### config.mk
export PLATFORM = sky130hd
export DESIGN_NAME = cpu_effective_address_unit
export DESIGN_NICKNAME = d
export VERILOG_FILES = /design/src/ceau_pkg.sv /design/src/cpu_effective_address_unit.sv /design/src/ceau_front.sv /design/src/ceau_queue.sv /design/src/ceau_back.sv
export SDC_FILE = /design/constraint.sdc
export NUM_CORES = 1
export LEC_CHECK = 0
export BUFFER_PORTS_ARGS = -buffer_cell sky130_fd_sc_hd__clkbuf_2
export CAP_MARGIN = 20
export CORE_AREA = 2 2 107 161
export DETAILED_ROUTE_END_ITERATION = 7
export DIE_AREA = 0 0 109 163
export PLACE_DENSITY = 0.69
export SLEW_MARGIN = 20
export SYNTH_ARGS = -nofsm -noshare
export SYNTH_HDL_FRONTEND = slang
export SYNTH_HIERARCHICAL = 1
export SYNTH_SLANG_ARGS = --single-unit
### constraint.sdc
create_clock -name i_clk -period 4.1 [get_ports i_clk]
set_clock_uncertainty 0.2 [all_clocks]
set_input_delay 0.41 -clock i_clk [delete_from_list [all_inputs] [get_ports i_clk]]
set_output_delay 0.41 -clock i_clk [all_outputs]
set_load 0.1 [all_outputs]
### src/ceau_pkg.sv
// Shared types and constants for the CPU effective address unit.
`default_nettype none

package ceau_pkg;

    // Addressing modes as they arrive on the request channel.
    typedef enum logic [3:0] {
        AM_IMM  = 4'd0,
        AM_ZP   = 4'd1,
        AM_ZPX  = 4'd2,
        AM_ZPY  = 4'd3,
        AM_REL  = 4'd4,
        AM_ABS  = 4'd5,
        AM_ABX  = 4'd6,
        AM_ABY  = 4'd7,
        AM_IND  = 4'd8,
        AM_IZX  = 4'd9,
        AM_IZY  = 4'd10,
        AM_IMPL = 4'd11
    } t_am;

    // Input item kinds.
    localparam logic ITEM_REQUEST   = 1'b0;
    localparam logic ITEM_READ_DATA = 1'b1;

    // Result kinds.
    localparam logic RES_READ_REQ = 1'b0;
    localparam logic RES_FINAL    = 1'b1;

    // Pointer fetch phases.
    typedef enum logic [1:0] {
        PH_IDLE = 2'd0,
        PH_LOW  = 2'd1,
        PH_HIGH = 2'd2
    } t_phase;

    // Operation the back end performs on a queued job.
    typedef enum logic [1:0] {
        OP_PASS = 2'd0,   // address = base
        OP_ZP   = 2'd1,   // address = (base low byte + offset) mod 256
        OP_REL  = 2'd2,   // address = base + sign-extended offset, flag page change
        OP_IDX  = 2'd3    // address = base + zero-extended offset, flag page change
    } t_op;

    typedef struct packed {
        t_op         op;
        logic        kind;
        logic [15:0] base;
        logic [7:0]  offset;
    } t_job;

    typedef struct packed {
        logic        kind;
        logic [15:0] address;
        logic        crossed;
    } t_result;

    localparam int unsigned QueueDepth = 2;

endpackage

`default_nettype wire

### src/cpu_effective_address_unit.sv
// Top level of the CPU effective address unit: front end, job queue and back end.
//
// The input channel is a queue write port: an item transfers on a rising edge with
// push high and full low. An item is either a new address request (mode 0) or a byte
// of pointer data returned from memory (mode 1). The result channel is a queue read
// port: while empty is low the oldest result sits on the o_ ports, and it transfers on
// a rising edge with pop high. A result is either a byte read request or the final
// effective address with its page-crossing flag.
// Each item yields at most one result. Its job is registered in the job queue, and the
// result is registered in the result queue before it sits on the o_ ports; a full
// result queue holds the job back in the job queue.
// One item can transfer every cycle while full is low, and a result can leave every
// cycle while empty is low; the two 16-bit adders in the back end set the timing path.
// Indirect modes issue two read requests, low byte first; the block expects the two
// returned bytes as later mode 1 items. Data arriving with no fetch in flight is
// dropped, and a new request abandons any fetch in progress.
// When the receiver stalls, the result queue fills, then the job queue, and full
// rises; nothing is lost. Synchronous active-low reset empties both queues and
// returns the fetch tracker to idle.
`default_nettype none

module cpu_effective_address_unit import ceau_pkg::*; (
    input  wire logic        i_clk,
    input  wire logic        i_rst_n,
    input  wire logic        push,
    output logic             full,
    input  wire logic        i_mode,
    input  wire logic [3:0]  i_addressing_mode,
    input  wire logic [15:0] i_operand,
    input  wire logic [7:0]  i_index_x,
    input  wire logic [7:0]  i_index_y,
    input  wire logic [15:0] i_program_counter,
    input  wire logic [7:0]  i_read_data,
    output logic             empty,
    input  wire logic        pop,
    output logic             o_result_kind,
    output logic [15:0]      o_address,
    output logic             o_page_crossed
);

    logic    w_accept;
    logic    w_job_push;
    t_job    w_job_in;
    logic    w_job_valid;
    logic    w_job_pop;
    t_job    w_job_out;
    t_result w_result;

    // The front end's state only advances on a real transfer.
    assign w_accept = push && !full;

    ceau_front u_front (
        .i_clk             (i_clk),
        .i_rst_n           (i_rst_n),
        .i_accept          (w_accept),
        .i_mode            (i_mode),
        .i_addressing_mode (i_addressing_mode),
        .i_operand         (i_operand),
        .i_index_x         (i_index_x),
        .i_index_y         (i_index_y),
        .i_program_counter (i_program_counter),
        .i_read_data       (i_read_data),
        .o_job_push        (w_job_push),
        .o_job             (w_job_in)
    );

    ceau_queue u_queue (
        .i_clk   (i_clk),
        .i_rst_n (i_rst_n),
        .i_push  (w_job_push),
        .i_job   (w_job_in),
        .o_full  (full),
        .o_valid (w_job_valid),
        .i_pop   (w_job_pop),
        .o_job   (w_job_out)
    );

    ceau_back u_back (
        .i_clk       (i_clk),
        .i_rst_n     (i_rst_n),
        .i_job_valid (w_job_valid),
        .i_job       (w_job_out),
        .o_job_pop   (w_job_pop),
        .i_pop       (pop),
        .o_empty     (empty),
        .o_result    (w_result)
    );

    assign o_result_kind  = w_result.kind;
    assign o_address      = w_result.address;
    assign o_page_crossed = w_result.crossed;

endmodule

`default_nettype wire

### src/ceau_front.sv
// Front end: accepts items, tracks the pointer fetch and classifies each item into a job.
`default_nettype none

module ceau_front import ceau_pkg::*; (
    input  wire logic        i_clk,
    input  wire logic        i_rst_n,
    input  wire logic        i_accept,
    input  wire logic        i_mode,
    input  wire logic [3:0]  i_addressing_mode,
    input  wire logic [15:0] i_operand,
    input  wire logic [7:0]  i_index_x,
    input  wire logic [7:0]  i_index_y,
    input  wire logic [15:0] i_program_counter,
    input  wire logic [7:0]  i_read_data,
    output logic             o_job_push,
    output t_job             o_job
);

    t_phase      r_phase, n_phase;
    t_am         r_pending, n_pending;
    logic [15:0] r_ptr_addr, n_ptr_addr;
    logic [7:0]  r_ptr_lo, n_ptr_lo;
    logic [7:0]  r_saved_y, n_saved_y;

    logic [7:0]  w_lo;
    logic [7:0]  w_lo_x;
    t_am         w_am;

    assign w_lo   = i_operand[7:0];
    assign w_lo_x = w_lo + i_index_x;
    assign w_am   = t_am'(i_addressing_mode);

    always_ff @(posedge i_clk) begin
        if (!i_rst_n) begin
            r_phase <= PH_IDLE;
        end else begin
            r_phase <= n_phase;
        end
        r_pending  <= n_pending;
        r_ptr_addr <= n_ptr_addr;
        r_ptr_lo   <= n_ptr_lo;
        r_saved_y  <= n_saved_y;
    end

    always_comb begin
        n_phase    = r_phase;
        n_pending  = r_pending;
        n_ptr_addr = r_ptr_addr;
        n_ptr_lo   = r_ptr_lo;
        n_saved_y  = r_saved_y;
        o_job_push = 1'b0;
        o_job      = '{op: OP_PASS, kind: RES_FINAL, base: i_operand, offset: 8'h00};

        if (i_accept) begin
            n_phase = PH_IDLE;
            if (i_mode == ITEM_READ_DATA) begin
                unique case (r_phase)
                    PH_LOW: begin
                        n_ptr_lo   = i_read_data;
                        n_phase    = PH_HIGH;
                        o_job_push = 1'b1;
                        o_job      = '{op: OP_PASS, kind: RES_READ_REQ,
                                       base: r_ptr_addr, offset: 8'h00};
                    end
                    PH_HIGH: begin
                        o_job_push = 1'b1;
                        if (r_pending == AM_IZY) begin
                            o_job = '{op: OP_IDX, kind: RES_FINAL,
                                      base: {i_read_data, r_ptr_lo}, offset: r_saved_y};
                        end else begin
                            o_job = '{op: OP_PASS, kind: RES_FINAL,
                                      base: {i_read_data, r_ptr_lo}, offset: 8'h00};
                        end
                    end
                    default: begin
                        // Data with no fetch in flight is dropped.
                        o_job_push = 1'b0;
                    end
                endcase
            end else begin
                o_job_push = 1'b1;
                unique case (w_am)
                    AM_IMM, AM_ZP: begin
                        o_job = '{op: OP_PASS, kind: RES_FINAL,
                                  base: {8'h00, w_lo}, offset: 8'h00};
                    end
                    AM_ZPX: begin
                        o_job = '{op: OP_ZP, kind: RES_FINAL, base: i_operand,
                                  offset: i_index_x};
                    end
                    AM_ZPY: begin
                        o_job = '{op: OP_ZP, kind: RES_FINAL, base: i_operand,
                                  offset: i_index_y};
                    end
                    AM_REL: begin
                        o_job = '{op: OP_REL, kind: RES_FINAL, base: i_program_counter,
                                  offset: w_lo};
                    end
                    AM_ABX: begin
                        o_job = '{op: OP_IDX, kind: RES_FINAL, base: i_operand,
                                  offset: i_index_x};
                    end
                    AM_ABY: begin
                        o_job = '{op: OP_IDX, kind: RES_FINAL, base: i_operand,
                                  offset: i_index_y};
                    end
                    AM_IND: begin
                        // The high byte is read within the same page as the low byte.
                        n_pending  = AM_IND;
                        n_ptr_addr = {i_operand[15:8], w_lo + 8'd1};
                        n_phase    = PH_LOW;
                        o_job      = '{op: OP_PASS, kind: RES_READ_REQ, base: i_operand,
                                       offset: 8'h00};
                    end
                    AM_IZX: begin
                        n_pending  = AM_IZX;
                        n_ptr_addr = {8'h00, w_lo_x + 8'd1};
                        n_phase    = PH_LOW;
                        o_job      = '{op: OP_PASS, kind: RES_READ_REQ,
                                       base: {8'h00, w_lo_x}, offset: 8'h00};
                    end
                    AM_IZY: begin
                        n_pending  = AM_IZY;
                        n_ptr_addr = {8'h00, w_lo + 8'd1};
                        n_saved_y  = i_index_y;
                        n_phase    = PH_LOW;
                        o_job      = '{op: OP_PASS, kind: RES_READ_REQ,
                                       base: {8'h00, w_lo}, offset: 8'h00};
                    end
                    default: begin
                        // Absolute, implied and unused codes pass the operand through.
                        o_job = '{op: OP_PASS, kind: RES_FINAL, base: i_operand,
                                  offset: 8'h00};
                    end
                endcase
            end
        end
    end

endmodule

`default_nettype wire

### src/ceau_queue.sv
// Two-entry job queue between the front end and the back end.
`default_nettype none

module ceau_queue import ceau_pkg::*; (
    input  wire logic i_clk,
    input  wire logic i_rst_n,
    input  wire logic i_push,
    input  wire t_job i_job,
    output logic      o_full,
    output logic      o_valid,
    input  wire logic i_pop,
    output t_job      o_job
);

    t_job       r_mem [QueueDepth];
    logic       r_wr_ptr, n_wr_ptr;
    logic       r_rd_ptr, n_rd_ptr;
    logic [1:0] r_count, n_count;
    logic       w_do_push, w_do_pop;

    assign o_full    = (r_count == 2'(QueueDepth));
    assign o_valid   = (r_count != 2'd0);
    assign o_job     = r_mem[r_rd_ptr];
    assign w_do_push = i_push && !o_full;
    assign w_do_pop  = i_pop && o_valid;

    always_comb begin
        n_wr_ptr = w_do_push ? ~r_wr_ptr : r_wr_ptr;
        n_rd_ptr = w_do_pop ? ~r_rd_ptr : r_rd_ptr;
        n_count  = r_count + 2'(w_do_push) - 2'(w_do_pop);
    end

    always_ff @(posedge i_clk) begin
        if (!i_rst_n) begin
            r_wr_ptr <= 1'b0;
            r_rd_ptr <= 1'b0;
            r_count  <= 2'd0;
        end else begin
            r_wr_ptr <= n_wr_ptr;
            r_rd_ptr <= n_rd_ptr;
            r_count  <= n_count;
        end
        if (w_do_push) begin
            r_mem[r_wr_ptr] <= i_job;
        end
    end

    // The occupancy never exceeds the number of entries.
    a_count_bound: assert property (@(posedge i_clk) disable iff (!i_rst_n)
        r_count <= 2'(QueueDepth))
        else $error("job queue count out of range");

    // The front end only pushes when the top level has let an item in.
    a_no_push_when_full: assert property (@(posedge i_clk) disable iff (!i_rst_n)
        o_full |-> !i_push)
        else $error("job pushed into a full queue");

endmodule

`default_nettype wire

### src/ceau_back.sv
// Back end: address arithmetic on queued jobs and the two-entry result queue.
`default_nettype none

module ceau_back import ceau_pkg::*; (
    input  wire logic i_clk,
    input  wire logic i_rst_n,
    input  wire logic i_job_valid,
    input  wire t_job i_job,
    output logic      o_job_pop,
    input  wire logic i_pop,
    output logic      o_empty,
    output t_result   o_result
);

    t_result    r_mem [QueueDepth];
    logic       r_wr_ptr, n_wr_ptr;
    logic       r_rd_ptr, n_rd_ptr;
    logic [1:0] r_count, n_count;
    logic       w_do_pop;
    t_result    w_res;
    logic [15:0] w_sum;

    always_comb begin
        w_sum = 16'h0000;
        w_res = '{kind: i_job.kind, address: i_job.base, crossed: 1'b0};
        case (i_job.op)
            OP_ZP: begin
                w_res.address = {8'h00, i_job.base[7:0] + i_job.offset};
            end
            OP_REL: begin
                w_sum         = i_job.base + {{8{i_job.offset[7]}}, i_job.offset};
                w_res.address = w_sum;
                w_res.crossed = (w_sum[15:8] != i_job.base[15:8]);
            end
            OP_IDX: begin
                w_sum         = i_job.base + {8'h00, i_job.offset};
                w_res.address = w_sum;
                w_res.crossed = (w_sum[15:8] != i_job.base[15:8]);
            end
            default: begin
                w_res.address = i_job.base;
            end
        endcase
    end

    assign o_empty   = (r_count == 2'd0);
    assign o_result  = r_mem[r_rd_ptr];
    assign o_job_pop = i_job_valid && (r_count != 2'(QueueDepth));
    assign w_do_pop  = i_pop && !o_empty;

    always_comb begin
        n_wr_ptr = o_job_pop ? ~r_wr_ptr : r_wr_ptr;
        n_rd_ptr = w_do_pop ? ~r_rd_ptr : r_rd_ptr;
        n_count  = r_count + 2'(o_job_pop) - 2'(w_do_pop);
    end

    always_ff @(posedge i_clk) begin
        if (!i_rst_n) begin
            r_wr_ptr <= 1'b0;
            r_rd_ptr <= 1'b0;
            r_count  <= 2'd0;
        end else begin
            r_wr_ptr <= n_wr_ptr;
            r_rd_ptr <= n_rd_ptr;
            r_count  <= n_count;
        end
        if (o_job_pop) begin
            r_mem[r_wr_ptr] <= w_res;
        end
    end

    // A read request never carries a page crossing.
    a_cross_only_final: assert property (@(posedge i_clk) disable iff (!i_rst_n)
        o_job_pop && w_res.crossed |-> w_res.kind == RES_FINAL)
        else $error("page crossing flagged on a read request");

    // A result transfer with no new job lowers the occupancy by one.
    a_pop_drains: assert property (@(posedge i_clk) disable iff (!i_rst_n)
        w_do_pop && !o_job_pop |=> r_count == $past(r_count) - 2'd1)
        else $error("result queue count did not drop after a transfer");

endmodule

`default_nettype wire

Word level (Yosys, flattened, before mapping):

Memories as Yosys holds them, arrays and structs flattened. A register that Yosys moved wholly into a read port is not among the register bits.
Index checks and enable logic that the tools add are counted.

* add/sub/neg operators: 10
* eq/ne operators: 19
* reduce and logical (&&, ||, !) cells: 17
* muxes and demuxes: 23
* bitwise logic cells: 5

Operators by type and width (number)
* one-hot mux 27 bit (9 select lines): 1
* one-hot mux 16 bit (3 select lines): 2
* 2-to-1 mux 27 bit: 3
* one-hot mux 27 bit (2 select lines): 1
* adder 16 bit: 1
* adder 16 x 8 -> 16 bit: 1
* adder 8 x 1 -> 8 bit (second input constant): 2
* adder 8 bit: 2
* equality test 4 bit (second input constant): 4
* != test 8 bit: 2
* equality test 4 x 3 -> 1 bit (second input constant): 3
* 2-to-1 mux 1 bit: 12
* one-hot mux 4 bit (3 select lines): 1
* AND reduction 3 bit: 3
* equality test 2 bit (second input constant): 4
* equality test 4 x 2 -> 1 bit (second input constant): 2
* logical AND 1 bit: 5
* inverter 1 bit: 5
* adder 2 x 1 -> 2 bit: 2
* equality test 2 x 1 -> 1 bit (second input constant): 2
* equality test 4 x 1 -> 1 bit (second input constant): 1
* logical NOT 4 bit: 1
* 2-to-1 mux 2 bit: 2
* OR reduction 2 bit: 2
* other kinds (8): 10

* logic and storage cells: 87
* memories kept: 2
* output and inout bits: 20
* register bits after elaboration: 46
* memory bits (writable): 90
* bits of input ports: 65

Memories
* u_queue.r_mem: words 2, width 27, read ports 1, clocked after memory_dff 1, write ports 1, RTL line ceau_queue.sv:15 `t_job r_mem [QueueDepth];`
* u_back.r_mem: words 2, width 18, read ports 1, clocked after memory_dff 1, write ports 1, RTL line ceau_back.sv:15 `t_result r_mem [QueueDepth];`

Longest topological paths before layout:

* depth in word-level cells: 8
* gate-level depth with buffers: 13
* mapped depth without buffers: 12

Modules after synthesis:

The synthesis kept the hierarchy.

By module, submodules not included
* ceau_front: area each 2935.3 µm², sequential area each 1061.0 µm², cells each 329, times used 1
* ceau_back: area each 2875.3 µm², sequential area each 1181.1 µm², cells each 273, times used 1
* ceau_queue: area each 2285.9 µm², sequential area each 1721.7 µm², cells each 110, times used 1
* cpu_effective_address_unit: area each 13.8 µm², sequential area each 0.0 µm², cells each 1, times used 1

Least setup slack after synthesis:

No wires, ideal clock.

* path kind: reg-to-reg
* start point: register with a tool-made name
* end point: memory u_back/r_mem[0][0] in the netlist's numbering, data pin
* data required time: 3616 ps
* path slack: 876 ps
* data arrival time: 2740 ps
* library setup time: 284 ps
* cell stages (with the launch flop): 13
* period minus slack after synthesis: 3224 ps
* path buffers: 2
* cell sequence: dfxtp_1 -> buf_6 -> buf_12 -> mux2_4 -> ha_1 -> fa_1 -> a211oi_1 -> o211ai_1 -> a31oi_1 -> o21ai_1 -> xnor2_1 -> o32ai_1 -> a41oi_1

RTL lines (RTL line)
* end: declaration: ceau_back.sv:15

==> impl_results.md <==
* Ratio of final minimum period to clock period at 92.00%
* CP Capture Type: flop
* ANT nets after route at 0
* GRT overflow at 0
* Register area share after synthesis at 48.87%
* Slew headroom at 44.57%
* Min Tclk post-route at 3772 ps
* Initial Util at 49.23%
* Total CTS buffers at 17
* DRT Wirelength at 19550 um
* Die extent in x at 109 um
* Worst-path maximum fanout at 11
* Fillers at 1396
* Dpl hpwl at 14980 um
* Diode count at 0
* Seq pwr share at 29.0%
* HP Start: i_operand[13]
* 1st-iter DRT viols at 376
* Cts hold-fix bufs at 15
* Power density over cell area at 717.0 nW/um2
* GP Congestion at 0.9757
* Setup Buffers After CTS at 0
* Top_reg_cell synth: edfxtp_1
* Initial DRT Pass Iterations at 7
* First-pass GRT wire length at 30490 um
* CP Class: reg -> reg
* Worst slew pin tran at 831.5 ps
* Clock power frac at 22.6%
* Area grow syn2layout at 16.75%
* Worst skew pair latency at 420 ps
* Root Driver: clkbuf_16
* Synth cell types at 74
* Total GRT Usage at 22.73%
* Arr. time, crit path at 3710 ps
* # DRC at 0
* Maximum clock path buffer count at 2
* VDD IR-drop max at 0.0005810 V
* Fin cells at 1034
* Port bufs at 84
* Sw power at 2957 uW
* Fin. max-slew vios at 0
* Delay-heaviest family, CP: compound AO/OA/AOI/OAI gates
* Post-Syn Instances at 713
* Slowest cell on the critical path: dfxtp_1
* CP peak stage delay at 620 ps
* Total number of vias at 5977
* Flops & latches, synth at 136
* Worst path bufs/invs at 0
* Setup TNS at 0 ps
* Drt wl/cell at 18.91 um
* Clock Sink Count at 136
* I/O pin cnt at 85
* Combinational share of power at 48.4%
* Final nets at 909
* WP depth at 10
* Die extent in y at 163 um
* PostCTS Resize Cnt at 0
* Fmax at 265.1 MHz
* Number of global-route vias before repair at 5948
* CTS tree: done
* Rows at 58
* Initial antenna violation count at 0
* Internal at 3832 uW
* Vias per inst at 5.780
* RSZ-0062 raised after global routing: false
* Layout cells sized above 1 at 23.79%
* Switch share at 43.55%
* Core ar. at 16470 um2
* P_leak at 0.003614 uW
* Max-cap viol count at 0
* Hold path depth at 2
* H-tree lvl count at 4
* HP Class: in -> reg
* Largest net degree at the start of global routing at 28
* Worst endpoint required time at 4030 ps
* EDFF count, synth at 124
* Reg2Reg Depth at 10
* DIE AREA at 17770 um2
* Synthesized cell area at 8110 um2
* Yosys synthesis warning count at 6
* Status: finished clean
* Setup violators final at 0
* CP Cell Sequence: mux2_2 -> ha_1 -> fa_1 -> a211oi_1 -> o211ai_1 -> a31oi_1 -> o21ai_1 -> xnor2_1 -> o32ai_1 -> a41oi_1
* Syn nets at 811
* Critical R2R Capture: u_back/r_mem[0][0]
* CTS clock-pin slew for the worst setup and hold paths at 70 ps
* Worst hold endpoint: u_front/r_ptr_addr[13]
* Avg Inst Size Synth at 11.37 um2
* Dpl cells at 986
* Setup crit start kind: flop
* Share of synthesized flip-flops with an asynchronous set or reset at 0%
* R2R setup slack at 330 ps
* Final hold violation count at 0
## registers in the layout, summed over array words and instances (netlist names), named ones only
register and count:
u_front/r_pending 2, u_front/r_ptr_addr 16, u_front/r_phase 2, u_back/r_mem 36, u_queue/r_rd_ptr 1, u_back/r_count 2
u_queue/r_count 2, u_back/r_rd_ptr 1, u_queue/r_wr_ptr 1, u_queue/r_mem 54, u_front/r_saved_y 8, u_back/r_wr_ptr 1
u_front/r_ptr_lo 8
## power by group through the flow
stage / registers (uW) / clock network, uW / logic, uW
4_1_cts: 1980 / 1560 / 3270
6_report: 1970 / 1540 / 3280
3_5_place_dp: 2000 / 0 / 3240
3_3_place_gp: 1990 / 0 / 3190
2_1_floorplan: 1950 / 0 / 2680
5_1_grt: 2000 / 1620 / 3520
## logic make-up (layout without fill, tap and decap cells)
kind of cell | count (synthesis) | in the layout | synth area share, %
AND/OR/NAND/NOR | 197 | 197 | 12.10
AO/OA/AOI/OAI | 174 | 174 | 14.75
flip-flops | 136 | 136 | 48.87
multiplexers | 64 | 64 | 9.549
buffers and inverters | 55 | 166 | 3.271
XOR/XNOR | 54 | 54 | 6.186
adder cells (fa/ha/maj) | 33 | 33 | 5.276
## metrics by stage
| step | hold WS, ps | utilization, % | area [um2] | setup WS, ps | total power, uW |
|---|---|---|---|---|---|
| after floorplan | 254.9 | - | 8110 | 876.2 | 4627 |
| after global placement | 275.7 | 52.86 | 8707 | 404.2 | 5178 |
| after detailed placement | 299.1 | 52.86 | 8707 | 377.9 | 5248 |
| after CTS | 1.239 | 57.42 | 9459 | 346.2 | 6814 |
| after global routing | 98.72 | 57.48 | 9469 | 79.69 | 7138 |
| final | 101.5 | 57.48 | 9469 | 328.1 | 6789 |
## synthesized netlist by cell type, drive strengths merged (7+ instances only)
cell | number | area (um2)
a211oi | 8 | 70.06
a21o | 8 | 60.06
a21oi | 29 | 145.1
a221o | 9 | 90.09
a22oi | 23 | 172.7
and2 | 18 | 112.6
buf | 13 | 107.6
clkbuf | 20 | 75.07
dfxtp | 12 | 240.2
edfxtp | 124 | 3724
ha | 31 | 387.9
inv | 22 | 82.58
mux2 | 47 | 604.3
mux2i | 17 | 170.2
nand2 | 59 | 221.5
nand2b | 9 | 56.30
nand3 | 12 | 77.58
nor2 | 54 | 202.7
nor2b | 9 | 66.31
nor3 | 7 | 40.04
o21a | 8 | 60.06
o21ai | 51 | 259.0
or2 | 7 | 43.79
xnor2 | 31 | 271.5
xor2 | 21 | 183.9
## routing by layer
layer  up-vias  wire length (um)  global-route usage, %
li1       2857                 -                      -
met1      2858              7075                  23.77
met2       201             10710                  41.78
met3        61               768                  3.802
met4         0               997                  13.11
met5         -                 0                      0
## how the worst max path moves through the flow
stage | to | slack (ps)
6_report | u_back/r_mem[0][0] | 330
5_1_grt | u_back/r_mem[1][0] | 80
4_1_cts | u_back/r_mem[1][0] | 350
3_5_place_dp | u_back/r_mem[0][0] | 380
3_3_place_gp | u_back/r_mem[0][0] | 400
2_1_floorplan | u_back/r_mem[0][0] | 880
## cells in the final DEF, fill, tap and decap left out, types with 4 or more instances in the layout
master         synthesis  routed
edfxtp_1             124     124
clkbuf_2               0      84
nand2_1               59      59
nor2_1                54      53
o21ai_0               44      44
xnor2_1               31      31
ha_1                  31      31
a21oi_1               29      28
mux2_2                27      27
a22oi_1               23      23
inv_1                 21      21
xor2_1                21      21
mux2_4                20      20
and2_1                18      18
clkbuf_16              0      17
mux2i_1               17      17
dlygate4sd3_1          0      16
dfxtp_1               12      12
buf_4                  1      12
nand3_1               10      10
nand2b_1               9       9
a221o_1                9       9
a21o_1                 8       8
o21a_1                 8       8
inv_8                  0       7
nor2b_1                7       7
o21ai_1                6       6
a211oi_1               6       6
and3_1                 6       6
nor3_1                 6       6
nand4_1                5       5
or2_2                  5       5
inv_6                  0       4
o211ai_1               4       4
a31oi_1                4       4
## final cells by class
cell class,instances,area [um2],area share (%)
sequential,136,3964,41.86
multi-input combinational,522,3887,41.05
timing repair buffer,112,670.6,7.082
clock buffer,17,425.4,4.493
tap,210,262.8,2.775
clock inverter,15,176.4,1.863
inverter,22,82.58,0.8721
No activity file was read; power rests on OpenSTA's default activity.
